## config.mk

```make
export PLATFORM = sky130hd
export DESIGN_NAME = mswq_ctrl
export DESIGN_NICKNAME = d
export VERILOG_FILES = /design/src/rtl/assert_macros.svh /design/src/rtl/mswq_pkg.sv /design/src/rtl/mswq_ctrl.sv
export SDC_FILE = /design/constraint.sdc
export NUM_CORES = 1
export LEC_CHECK = 0
export BUFFER_PORTS_ARGS = -buffer_cell sky130_fd_sc_hd__buf_2
export CORE_ASPECT_RATIO = 1.75
export CORE_MARGIN = 4
export CORE_UTILIZATION = 53
export DETAILED_ROUTE_END_ITERATION = 8
export GPL_TIMING_DRIVEN = 0
export PLACE_DENSITY = 0.82
export SLEW_MARGIN = 20
export SYNTH_ARGS = -nofsm -noshare
export SYNTH_HDL_FRONTEND = slang
export SYNTH_SLANG_ARGS = --single-unit
```

## constraint.sdc

```tcl
create_clock -name clk -period 4.21 [get_ports clk]
set_clock_uncertainty 0.15 [all_clocks]
set_input_delay 0.2105 -clock clk [delete_from_list [all_inputs] [get_ports clk]]
set_output_delay 0.2105 -clock clk [all_outputs]
set_load 0.05 [all_outputs]
```

## src/rtl/assert_macros.svh

```systemverilog
// Assertion macros shared by the RTL files.
`ifndef ASSERT_MACROS_SVH
`define ASSERT_MACROS_SVH

`ifndef NO_ASSERTIONS

`define ASSERT_SYNC(lbl, clock, reset, prop, msg) \
  lbl: assert property (@(posedge clock) disable iff (reset) prop) else $error(msg);

`define ASSERT_ALWAYS(lbl, clock, prop, msg) \
  lbl: assert property (@(posedge clock) prop) else $error(msg);

`else

`define ASSERT_SYNC(lbl, clock, reset, prop, msg)

`define ASSERT_ALWAYS(lbl, clock, prop, msg)

`endif

`endif

```

## src/rtl/mswq_pkg.sv

```systemverilog
// Shared types and constants for the mode-switched deque stack.
`timescale 1ns / 1ps
`default_nettype none

package mswq_pkg;

  localparam int DEPTH_DEF      = 1024;
  localparam int CELL_WIDTH_DEF = 32;

  localparam int OP_W     = 2;
  localparam int VALUE_W  = 32;
  localparam int OFFSET_W = 10;
  localparam int COUNT_W  = 11;

  localparam int IN_DATA_W  = 48;
  localparam int OUT_DATA_W = 48;

  localparam logic [OP_W-1:0] OP_PUSH = 2'd0;
  localparam logic [OP_W-1:0] OP_POP  = 2'd1;
  localparam logic [OP_W-1:0] OP_PEEK = 2'd2;

  localparam logic [0:0] REG_QUEUE_MODE  = 1'b0;
  localparam logic [0:0] REG_INVERT_MODE = 1'b1;

  typedef struct packed {
    logic               overflow;
    logic               is_empty;
    logic [COUNT_W-1:0] element_count;
    logic [VALUE_W-1:0] read_value;
  } result_t;

endpackage

`default_nettype wire

```

## src/rtl/mswq_ctrl.sv

```systemverilog
// Pointer, count and mode control with the result register.
`timescale 1ns / 1ps
`default_nettype none

module mswq_ctrl #(
  parameter int DEPTH      = 1024,
  parameter int CELL_WIDTH = 32,
  parameter int AW         = 10
) (
  input  wire logic                              clk,
  input  wire logic                              rst,
  input  wire logic                              cfg_valid,
  output logic                                   cfg_ready,
  input  wire logic [0:0]                        cfg_index,
  input  wire logic                              cfg_data,
  input  wire logic                              in_valid,
  output logic                                   in_ready,
  input  wire logic [mswq_pkg::OP_W-1:0]         op,
  input  wire logic signed [mswq_pkg::VALUE_W-1:0] push_value,
  input  wire logic [mswq_pkg::OFFSET_W-1:0]     peek_offset,
  output logic                                   out_valid,
  input  wire logic                              out_ready,
  output mswq_pkg::result_t                      res,
  output logic                                   mem_we,
  output logic [AW-1:0]                          mem_waddr,
  output logic [CELL_WIDTH-1:0]                  mem_wdata,
  output logic                                   mem_re,
  output logic [AW-1:0]                          mem_raddr,
  input  wire logic [CELL_WIDTH-1:0]             mem_rdata
);

  import mswq_pkg::*;

  localparam int CW = $clog2(DEPTH + 1);
  localparam int PW = CW + OFFSET_W;
  localparam logic [AW-1:0] LAST   = AW'(DEPTH - 1);
  localparam logic [AW:0]   DEPTH_X = (AW + 1)'(DEPTH);
  localparam logic [CW-1:0] FULL   = CW'(DEPTH);

  localparam logic ST_IDLE = 1'b0;
  localparam logic ST_READ = 1'b1;

  logic          state, state_next;
  logic [AW-1:0] top, top_next;
  logic [AW-1:0] bottom, bottom_next;
  logic [CW-1:0] count, count_next;
  logic          queue_mode, invert_mode;

  logic          out_free, accept, load, load_rd;
  result_t       res_next;

  logic [AW-1:0] top_inc, top_dec, bot_inc, bot_dec, ofs_a;
  logic [AW:0]   peek_sum, peek_idx;

  always_comb begin
    top_inc = (top == LAST) ? '0 : top + 1'b1;
    top_dec = (top == '0) ? LAST : top - 1'b1;
    bot_inc = (bottom == LAST) ? '0 : bottom + 1'b1;
    bot_dec = (bottom == '0) ? LAST : bottom - 1'b1;
    ofs_a   = AW'(peek_offset);
    if (queue_mode) begin
      peek_sum = (AW + 1)'(bottom) + (AW + 1)'(ofs_a);
    end else begin
      peek_sum = (AW + 1)'(top) + ((AW + 1)'(LAST) - (AW + 1)'(ofs_a));
    end
    peek_idx = (peek_sum >= DEPTH_X) ? peek_sum - DEPTH_X : peek_sum;
  end

  assign cfg_ready = 1'b1;
  assign out_free  = !out_valid || out_ready;
  assign in_ready  = (state == ST_IDLE) && out_free;
  assign accept    = in_valid && in_ready;

  always_comb begin
    state_next  = state;
    top_next    = top;
    bottom_next = bottom;
    count_next  = count;
    mem_we      = 1'b0;
    mem_waddr   = top;
    mem_wdata   = CELL_WIDTH'(push_value);
    mem_re      = 1'b0;
    mem_raddr   = top_dec;
    load        = 1'b0;
    load_rd     = 1'b0;
    res_next.overflow = 1'b0;
    if (accept) begin
      load = 1'b1;
      case (op)
        OP_PUSH: begin
          if (count == FULL) begin
            res_next.overflow = 1'b1;
          end else if (invert_mode) begin
            mem_we      = 1'b1;
            mem_waddr   = bot_dec;
            bottom_next = bot_dec;
            count_next  = count + 1'b1;
          end else begin
            mem_we     = 1'b1;
            mem_waddr  = top;
            top_next   = top_inc;
            count_next = count + 1'b1;
          end
        end
        OP_POP: begin
          if (count != '0) begin
            load       = 1'b0;
            mem_re     = 1'b1;
            state_next = ST_READ;
            count_next = count - 1'b1;
            if (queue_mode) begin
              mem_raddr   = bottom;
              bottom_next = bot_inc;
            end else begin
              mem_raddr = top_dec;
              top_next  = top_dec;
            end
          end
        end
        OP_PEEK: begin
          if (PW'(peek_offset) < PW'(count)) begin
            load       = 1'b0;
            mem_re     = 1'b1;
            mem_raddr  = peek_idx[AW-1:0];
            state_next = ST_READ;
          end
        end
        default: begin
        end
      endcase
    end else if (state == ST_READ && out_free) begin
      load_rd    = 1'b1;
      state_next = ST_IDLE;
    end
    res_next.read_value    = load_rd ? VALUE_W'(signed'(mem_rdata)) : '0;
    res_next.element_count = COUNT_W'(count_next);
    res_next.is_empty      = (count_next == '0);
  end

  always_ff @(posedge clk) begin
    if (rst) begin
      state       <= ST_IDLE;
      top         <= '0;
      bottom      <= '0;
      count       <= '0;
      queue_mode  <= 1'b0;
      invert_mode <= 1'b0;
      out_valid   <= 1'b0;
    end else begin
      state  <= state_next;
      top    <= top_next;
      bottom <= bottom_next;
      count  <= count_next;
      if (cfg_valid) begin
        case (cfg_index)
          REG_QUEUE_MODE:  queue_mode  <= cfg_data;
          REG_INVERT_MODE: invert_mode <= cfg_data;
          default: begin
          end
        endcase
      end
      if (load || load_rd) begin
        out_valid <= 1'b1;
      end else if (out_ready) begin
        out_valid <= 1'b0;
      end
    end
  end

  always_ff @(posedge clk) begin
    if (load || load_rd) begin
      res <= res_next;
    end
  end

endmodule

`default_nettype wire

```

==> results of run 1 <==
-- Yosys cell counts (3+ instances only) --
master and number:
o21ai_0 45, nor3b_1 3, and2_1 4, buf_1 3
o211ai_1 8, a31oi_1 7, clkbuf_1 46, a311oi_1 4
nor2_1 58, edfxtp_1 45, o31ai_1 7, or3_1 3
a221o_1 4, nand4_1 9, mux2i_1 7, o22ai_1 8
nor2b_1 13, ha_1 36, or2_2 3, nor3_1 25
o221ai_1 3, xnor2_1 19, a21o_1 9, xor2_1 15
dfxtp_1 35, a21oi_1 54, nor4_1 10, and3_1 43
a221oi_1 3, nand2b_1 4, a22oi_1 10, a222oi_1 3
a211oi_1 9, inv_1 39, buf_4 33, nand3_1 28
nand2_1 57
-- how the worst max path moves through the flow --
stage | endpoint | slack [ns] | depth (start not counted)
finish | mem_raddr[9] | 0.23 | 10
detailed placement | mem_raddr[9] | 0.46 | 11
CTS | mem_raddr[9] | 0.07 | 11
global route | mem_raddr[7] | 0.03 | 8
global placement | res[40] | -0.05 | 10
floorplan | mem_raddr[9] | 0.29 | 10
-- cells by family after synthesis --
kind of cell | share of synthesized area
fa+ha+maj | 0.0797
other cells | 0.000609
xor+xnor | 0.0484
buf+inv | 0.0970
flops | 0.333
compound gates | 0.199
simple gates | 0.228
mux | 0.0132
-- power breakdown --
part | total, mW | switching [mW] | internal (mW)
clock network | 0.889 | 0.354 | 0.534
registers | 0.961 | 0.0459 | 0.915
logic | 1.24 | 0.874 | 0.361
total | 3.09 | 1.27 | 1.81
-- layer usage --
| metal | share of wire | routed length, µm | GRT usage |
|---|---|---|---|
| met5 | 0 | 0 | 0 |
| met2 | 0.52 | 10700 | 0.538 |
| met3 | 0.057 | 1170 | 0.0438 |
| met4 | 0.084 | 1700 | 0.218 |
| met1 | 0.33 | 6780 | 0.299 |
-- metrics by stage --
step	utilization	hold slack, ns	instance area [µm²]	std cells
detailed placement	0.632	0.341	7090	1033
global route	0.663	0.0248	7440	1049
floorplan	-	0.208	6150	750
CTS	0.662	0.0114	7440	1050
global placement	0.630	0.333	7070	1032
finish	0.663	0.0161	7440	1050
-- registers in the layout, summed over array words and instances, names as in the netlist --
| name | count |
|---|---|
| bottom | 10 |
| res | 45 |
| top | 10 |
| queue_mode | 1 |
| count | 11 |
| out_valid | 1 |
| invert_mode | 1 |
| state | 1 |
-- critical path, cell delays in order, from the launching register on --
cell and delay, ns:
dfxtp_1 0.57, inv_1 0.16, ha_1 0.32, a21o_1 0.16, a221o_1 0.33, a31oi_1 0.19, o221ai_1 0.24, or2_2 0.33
clkbuf_1 0.22, o311ai_1 0.42, buf_2 0.34
-- cell type report --
class                           instances  area [µm²]
Fill cell                            1016        3790
Multi-Input combinational cell        545        3510
Sequential cell                        80        2050
Timing Repair Buffer                  152         781
Buffer                                 84         444
Clock buffer                            9         225
Tap cell                              132         165
Inverter                               40         150
Clock inverter                          7         110
Antenna cell                            1        2.50
-- timing repair --
action | in CTS | in global routing
endpoints found under the hold margin | 2 | 0
hold buffers | 1 | 0
resized for setup | 0 | 3
setup endpoints to repair | 0 | 6
==> metrics.md, run 1 <==
| Metric | Value |
|---|---|
| Setup TNS | 0 ns |
| Synth area leader | edfxtp_1 |
| CP required | 3.85 ns |
| Vias/cell | 6.13 |
| Power Dens Cells | 414 nW/µm² |
| Yosys cell types | 63 |
| R2R Setup Slk | 0.90 ns |
| Core area | 11,200 µm² |
| Slew margin rel. | 0.270 |
| Seq cells post-synth | 80 |
| Synthesized area | 6150 µm² |
| Critical R2R Capture | res[35] |
| Pre-CTS setup slack | 0.460 ns |
| Origin of the worst setup path | count[5] |
| Detailed Route WL | 20,300 µm |
| Rows | 51 |
| Worst Tran Pin Value | 1.08 ns |
| Area share of the largest cell type after synthesis | 0.220 |
| Routed via count | 6,441 |
| Fmax | 251 MHz |
| # clock sinks | 80 |
| CP Capture Type | output pin |
| Status | finished clean |
| I/O pins | 185 |
| Tot Pwr | 3.09 mW |
| Share of cells above drive strength 1 | 0.238 |
| Initial antenna violation count | 0 |
| Sequential area share after synthesis | 0.333 |
| CTS max path bufs | 2 |
| Routed len/inst | 19.3 µm |
| TritonCTS Buffers | 9 |
| Number of synthesized flops with an enable pin | 45 |
| Total track usage | 0.299 |
| Die span in x | 89.5 µm |
| Ys async rst share | 0 |
| Kind of critical path | flip-flop to output pin |
| Largest net degree at the start of global routing | 31 |
| Net Count, Synth | 871 |
| Grt ovf | 0 |
| Syn Inst Count | 750 |
| Area Overhead vs Synth | 20.9% |
| Most common flop cell mapped by yosys | edfxtp_1 |
| RSZ-0062 raised after global routing | false |
| Detail Placement HPWL | 16,000 µm |
| Wire length of the first global-routing pass | 30,600 µm |
| Violation count after the first detailed-route iteration | 373 |
| Clk slew on worst S/H paths | 0.07 ns |
| PnR worst setup slack | 0.225 ns |
| LEAKAGE | 3.37 nW |
| Pins Over Slew Limit | 0 |
| Gpl congestion | 0.982 |
| Port Buf Inserts | 150 |
| Hold-critical path endpoint | invert_mode |
| Initial Util | 0.548 |
| Antenna Nets Post-Route | 0 |
| Synth area leaders | edfxtp_1 22%, dfxtp_1 11%, ha_1 7.3% |
| Drt pass-1 iters | 5 |
| Leading cell types in the layout, fill and taps excluded | 152 x buf_2, 58 x nor2_1, 56 x nand2_1 |
| Die Footprint | 13,500 µm² |
| DRC Markers | 0 |
| VDD IR max | 0.442 mV |
| Worst-path fanout max | 12 |
| Tcrit/Tclk final | 0.946 |
| Max-cap violations | 0 |
| Mean Syn Cell Area | 8.21 µm² |
| Post-CTS Setup Bufs | 0 |
| Clock root buffer | clkbuf_16 |
| Worst skew pair latency | 0.34 ns |
| HP Class | input pin to flip-flop |
| Hold path startpoint | cfg_index |
| CP Data Arrival Time | 3.62 ns |
| H-tree lvl count | 3 |
| Yosys Warn Count | 0 |
| Vias in the first global route | 6,123 |
| Launching point of the worst reg2reg path | count[5] |
| Min Clock Period, post-route | 3.98 ns |
| CTS tree | yes |
| Final setup fails | 0 |
| Worst setup SP type | flip-flop |
| Nets | 1,033 |
| Reg2reg path depth | 10 |
| Final hold violation count | 0 |
| Die Ht | 151 µm |
| Leading cell type in the layout, fill and taps excluded | buf_2 |
| Worst hold path cell count | 3 |
Power figures use the tool's default switching activity.
==> run 2, diff against run 1 <==
Settings changed: HOLD_SLACK_MARGIN set to 0.15, SKIP_LAST_GASP set to 1.
==> metrics.md, run 2 (synthesis results as in run 1) <==
| Metric | Value |
|---|---|
| Fill cell count | 957 (-5.8%) |
| CP Data Arrival Time | 3.65 ns (+0.03 ns) |
| Pins Over Slew Limit | 0 (unchanged) |
| Power Dens Cells | 402 nW/µm² (-3.0%) |
| Routed len/inst | 20.4 µm (+5.5%) |
| TritonCTS Buffers | 9 (unchanged) |
| Nets | 1,070 (+3.6%) |
| R2R Setup Slk | 0.84 ns (-0.06 ns) |
| Clk slew on worst S/H paths | 0.07 ns (about the same) |
| Tcrit/Tclk final | 0.954 (+0.00721) |
| Violation count after the first detailed-route iteration | 416 (+12%) |
| Drt pass-1 iters | 5 (unchanged) |
| Worst setup SP type | flip-flop |
| Max-cap violations | 0 (unchanged) |
| VDD IR max | 0.440 mV (-0.29%) |
| DRC Markers | 0 (unchanged) |
| Detail Placement HPWL | 16,000 µm (unchanged) |
| Detailed Route WL | 22,200 µm (+9.2%) |
| Setup TNS | 0 ns (unchanged) |
| Worst Tran Pin Value | 1.14 ns (+0.0512 ns) |
| Final setup fails | 0 (unchanged) |
| Fmax | 249 MHz (-0.76%) |
| Initial antenna violation count | 1 (+1) |
| Top reg by flops | res |
| Vias in the first global route | 6,440 (+5.2%) |
| Hold-critical path endpoint | out_valid |
| Die Footprint | 13,500 µm² (unchanged) |
| Max reg flops | 45 (unchanged) |
| Launching point of the worst reg2reg path | count[5] |
| CTS max path bufs | 2 (unchanged) |
| Worst hold path cell count | 5 (+2) |
| Critical R2R Capture | res[35] |
| H-tree lvl count | 3 (unchanged) |
| Die Ht | 151 µm (unchanged) |
| Leading cell types in the layout, fill and taps excluded | 152 x buf_2, 58 x nor2_1, 56 x nand2_1 |
| Worst skew pair latency | 0.35 ns (about the same) |
| Initial Util | 0.548 (unchanged) |
| Total track usage | 0.327 (+0.0280) |
| I/O pins | 185 (unchanged) |
| Antenna Nets Post-Route | 0 (unchanged) |
| CP Capture Type | output pin |
| # clock sinks | 80 (unchanged) |
| CP required | 3.85 ns (about the same) |
| Tot Pwr | 3.14 mW (+1.9%) |
| HP Class | input pin to flip-flop |
| Biggest regs | res (45), count (11) |
| Gpl congestion | 0.982 (unchanged) |
| Share of cells above drive strength 1 | 0.230 (-0.00817) |
| Hold path startpoint | op[0] |
| Core area | 11,200 µm² (unchanged) |
| Final hold violation count | 0 (unchanged) |
| LEAKAGE | 3.52 nW (+4.5%) |
| CTS tree | yes |
| Kind of critical path | flip-flop to output pin |
| Die span in x | 89.5 µm (unchanged) |
| Wire length of the first global-routing pass | 33,200 µm (+8.5%) |
| Reg2reg path depth | 10 (unchanged) |
| Routed via count | 6,729 (+4.5%) |
| Rows | 51 (unchanged) |
| Leading cell type in the layout, fill and taps excluded | buf_2 |
| RSZ-0062 raised after global routing | false |
| Vias/cell | 6.19 (+0.92%) |
| Status | finished clean |
| Grt ovf | 0 (unchanged) |
| Slew margin rel. | 0.236 (-0.0344) |
| Min Clock Period, post-route | 4.01 ns (+0.0304 ns) |
| Worst-path fanout max | 12 (unchanged) |
| Port Buf Inserts | 150 (unchanged) |
| Clock root buffer | clkbuf_16 |
| Area Overhead vs Synth | 27.0% |
| Largest net degree at the start of global routing | 31 (unchanged) |
[run 2: layout make-up]
class                      count  area [µm²]  area share
clock buffer                   9         225      0.0288
buffer                        84         444      0.0568
clock inverter                 7         110      0.0141
multi-input combinational    545        3520       0.450
sequential                    80        2050       0.262
inverter                      40         150      0.0192
tap                          132         165      0.0211
timing repair buffer         189        1150       0.147
antenna                        1        2.50    0.000320
[run 2: repair_timing]
action                                 4_1_cts  5_1_grt
buffers inserted                             0        0
setup endpoints to repair                    0        6
hold buffers                                38        0
endpoints found under the hold margin       38        0
resized for setup                            0        4
[run 2: how the worst max path moves through the flow]
| stage | from | slack [ns] | to |
|---|---|---|---|
| detailed placement | count[5] | 0.46 | mem_raddr[9] |
| global placement | count[5] | -0.05 | res[40] |
| finish | count[5] | 0.20 | mem_raddr[9] |
| CTS | count[5] | 0.07 | mem_raddr[9] |
| global route | count[5] | 0.0002 | mem_raddr[9] |
| floorplan | count[5] | 0.29 | mem_raddr[9] |
[run 2: power breakdown]
| group | total, mW | switching, mW | internal [mW] |
|---|---|---|---|
| combinational | 1.28 | 0.891 | 0.384 |
| sequential | 0.967 | 0.0513 | 0.916 |
| clock | 0.900 | 0.366 | 0.535 |
| total | 3.14 | 1.31 | 1.83 |
[run 2: metal layers]
layer  part of all wire  vias to the layer above  track usage
met2               0.53                      399        0.596
li1                   -                     3109            -
met3              0.066                      118       0.0487
met1               0.32                     3103        0.323
met5                  0                        -            0
met4              0.081                        0        0.230
[run 2: through the flow]
stage / hold WS [ns] / area, µm² / cells / setup WS, ns / util
finish: 0.321 / 7820 / 1087 / 0.195 / 0.696
global route: 0.333 / 7820 / 1087 / 0.000174 / 0.696
CTS: 0.277 / 7810 / 1087 / 0.0653 / 0.695
detailed placement: 0.341 / 7090 / 1033 / 0.460 / 0.632
global placement: 0.333 / 7070 / 1032 / -0.0476 / 0.630
floorplan: 0.208 / 6150 / 750 / 0.290 / -
[run 2: worst max-delay path, stage by stage, from the launching register on]
cell and delay [ns]:
dfxtp_1 0.57, inv_1 0.15, ha_1 0.32, a21o_1 0.16, a221o_1 0.33, a31oi_1 0.19, o221ai_1 0.24, or2_2 0.33
clkbuf_1 0.22, o311ai_1 0.45, buf_2 0.34
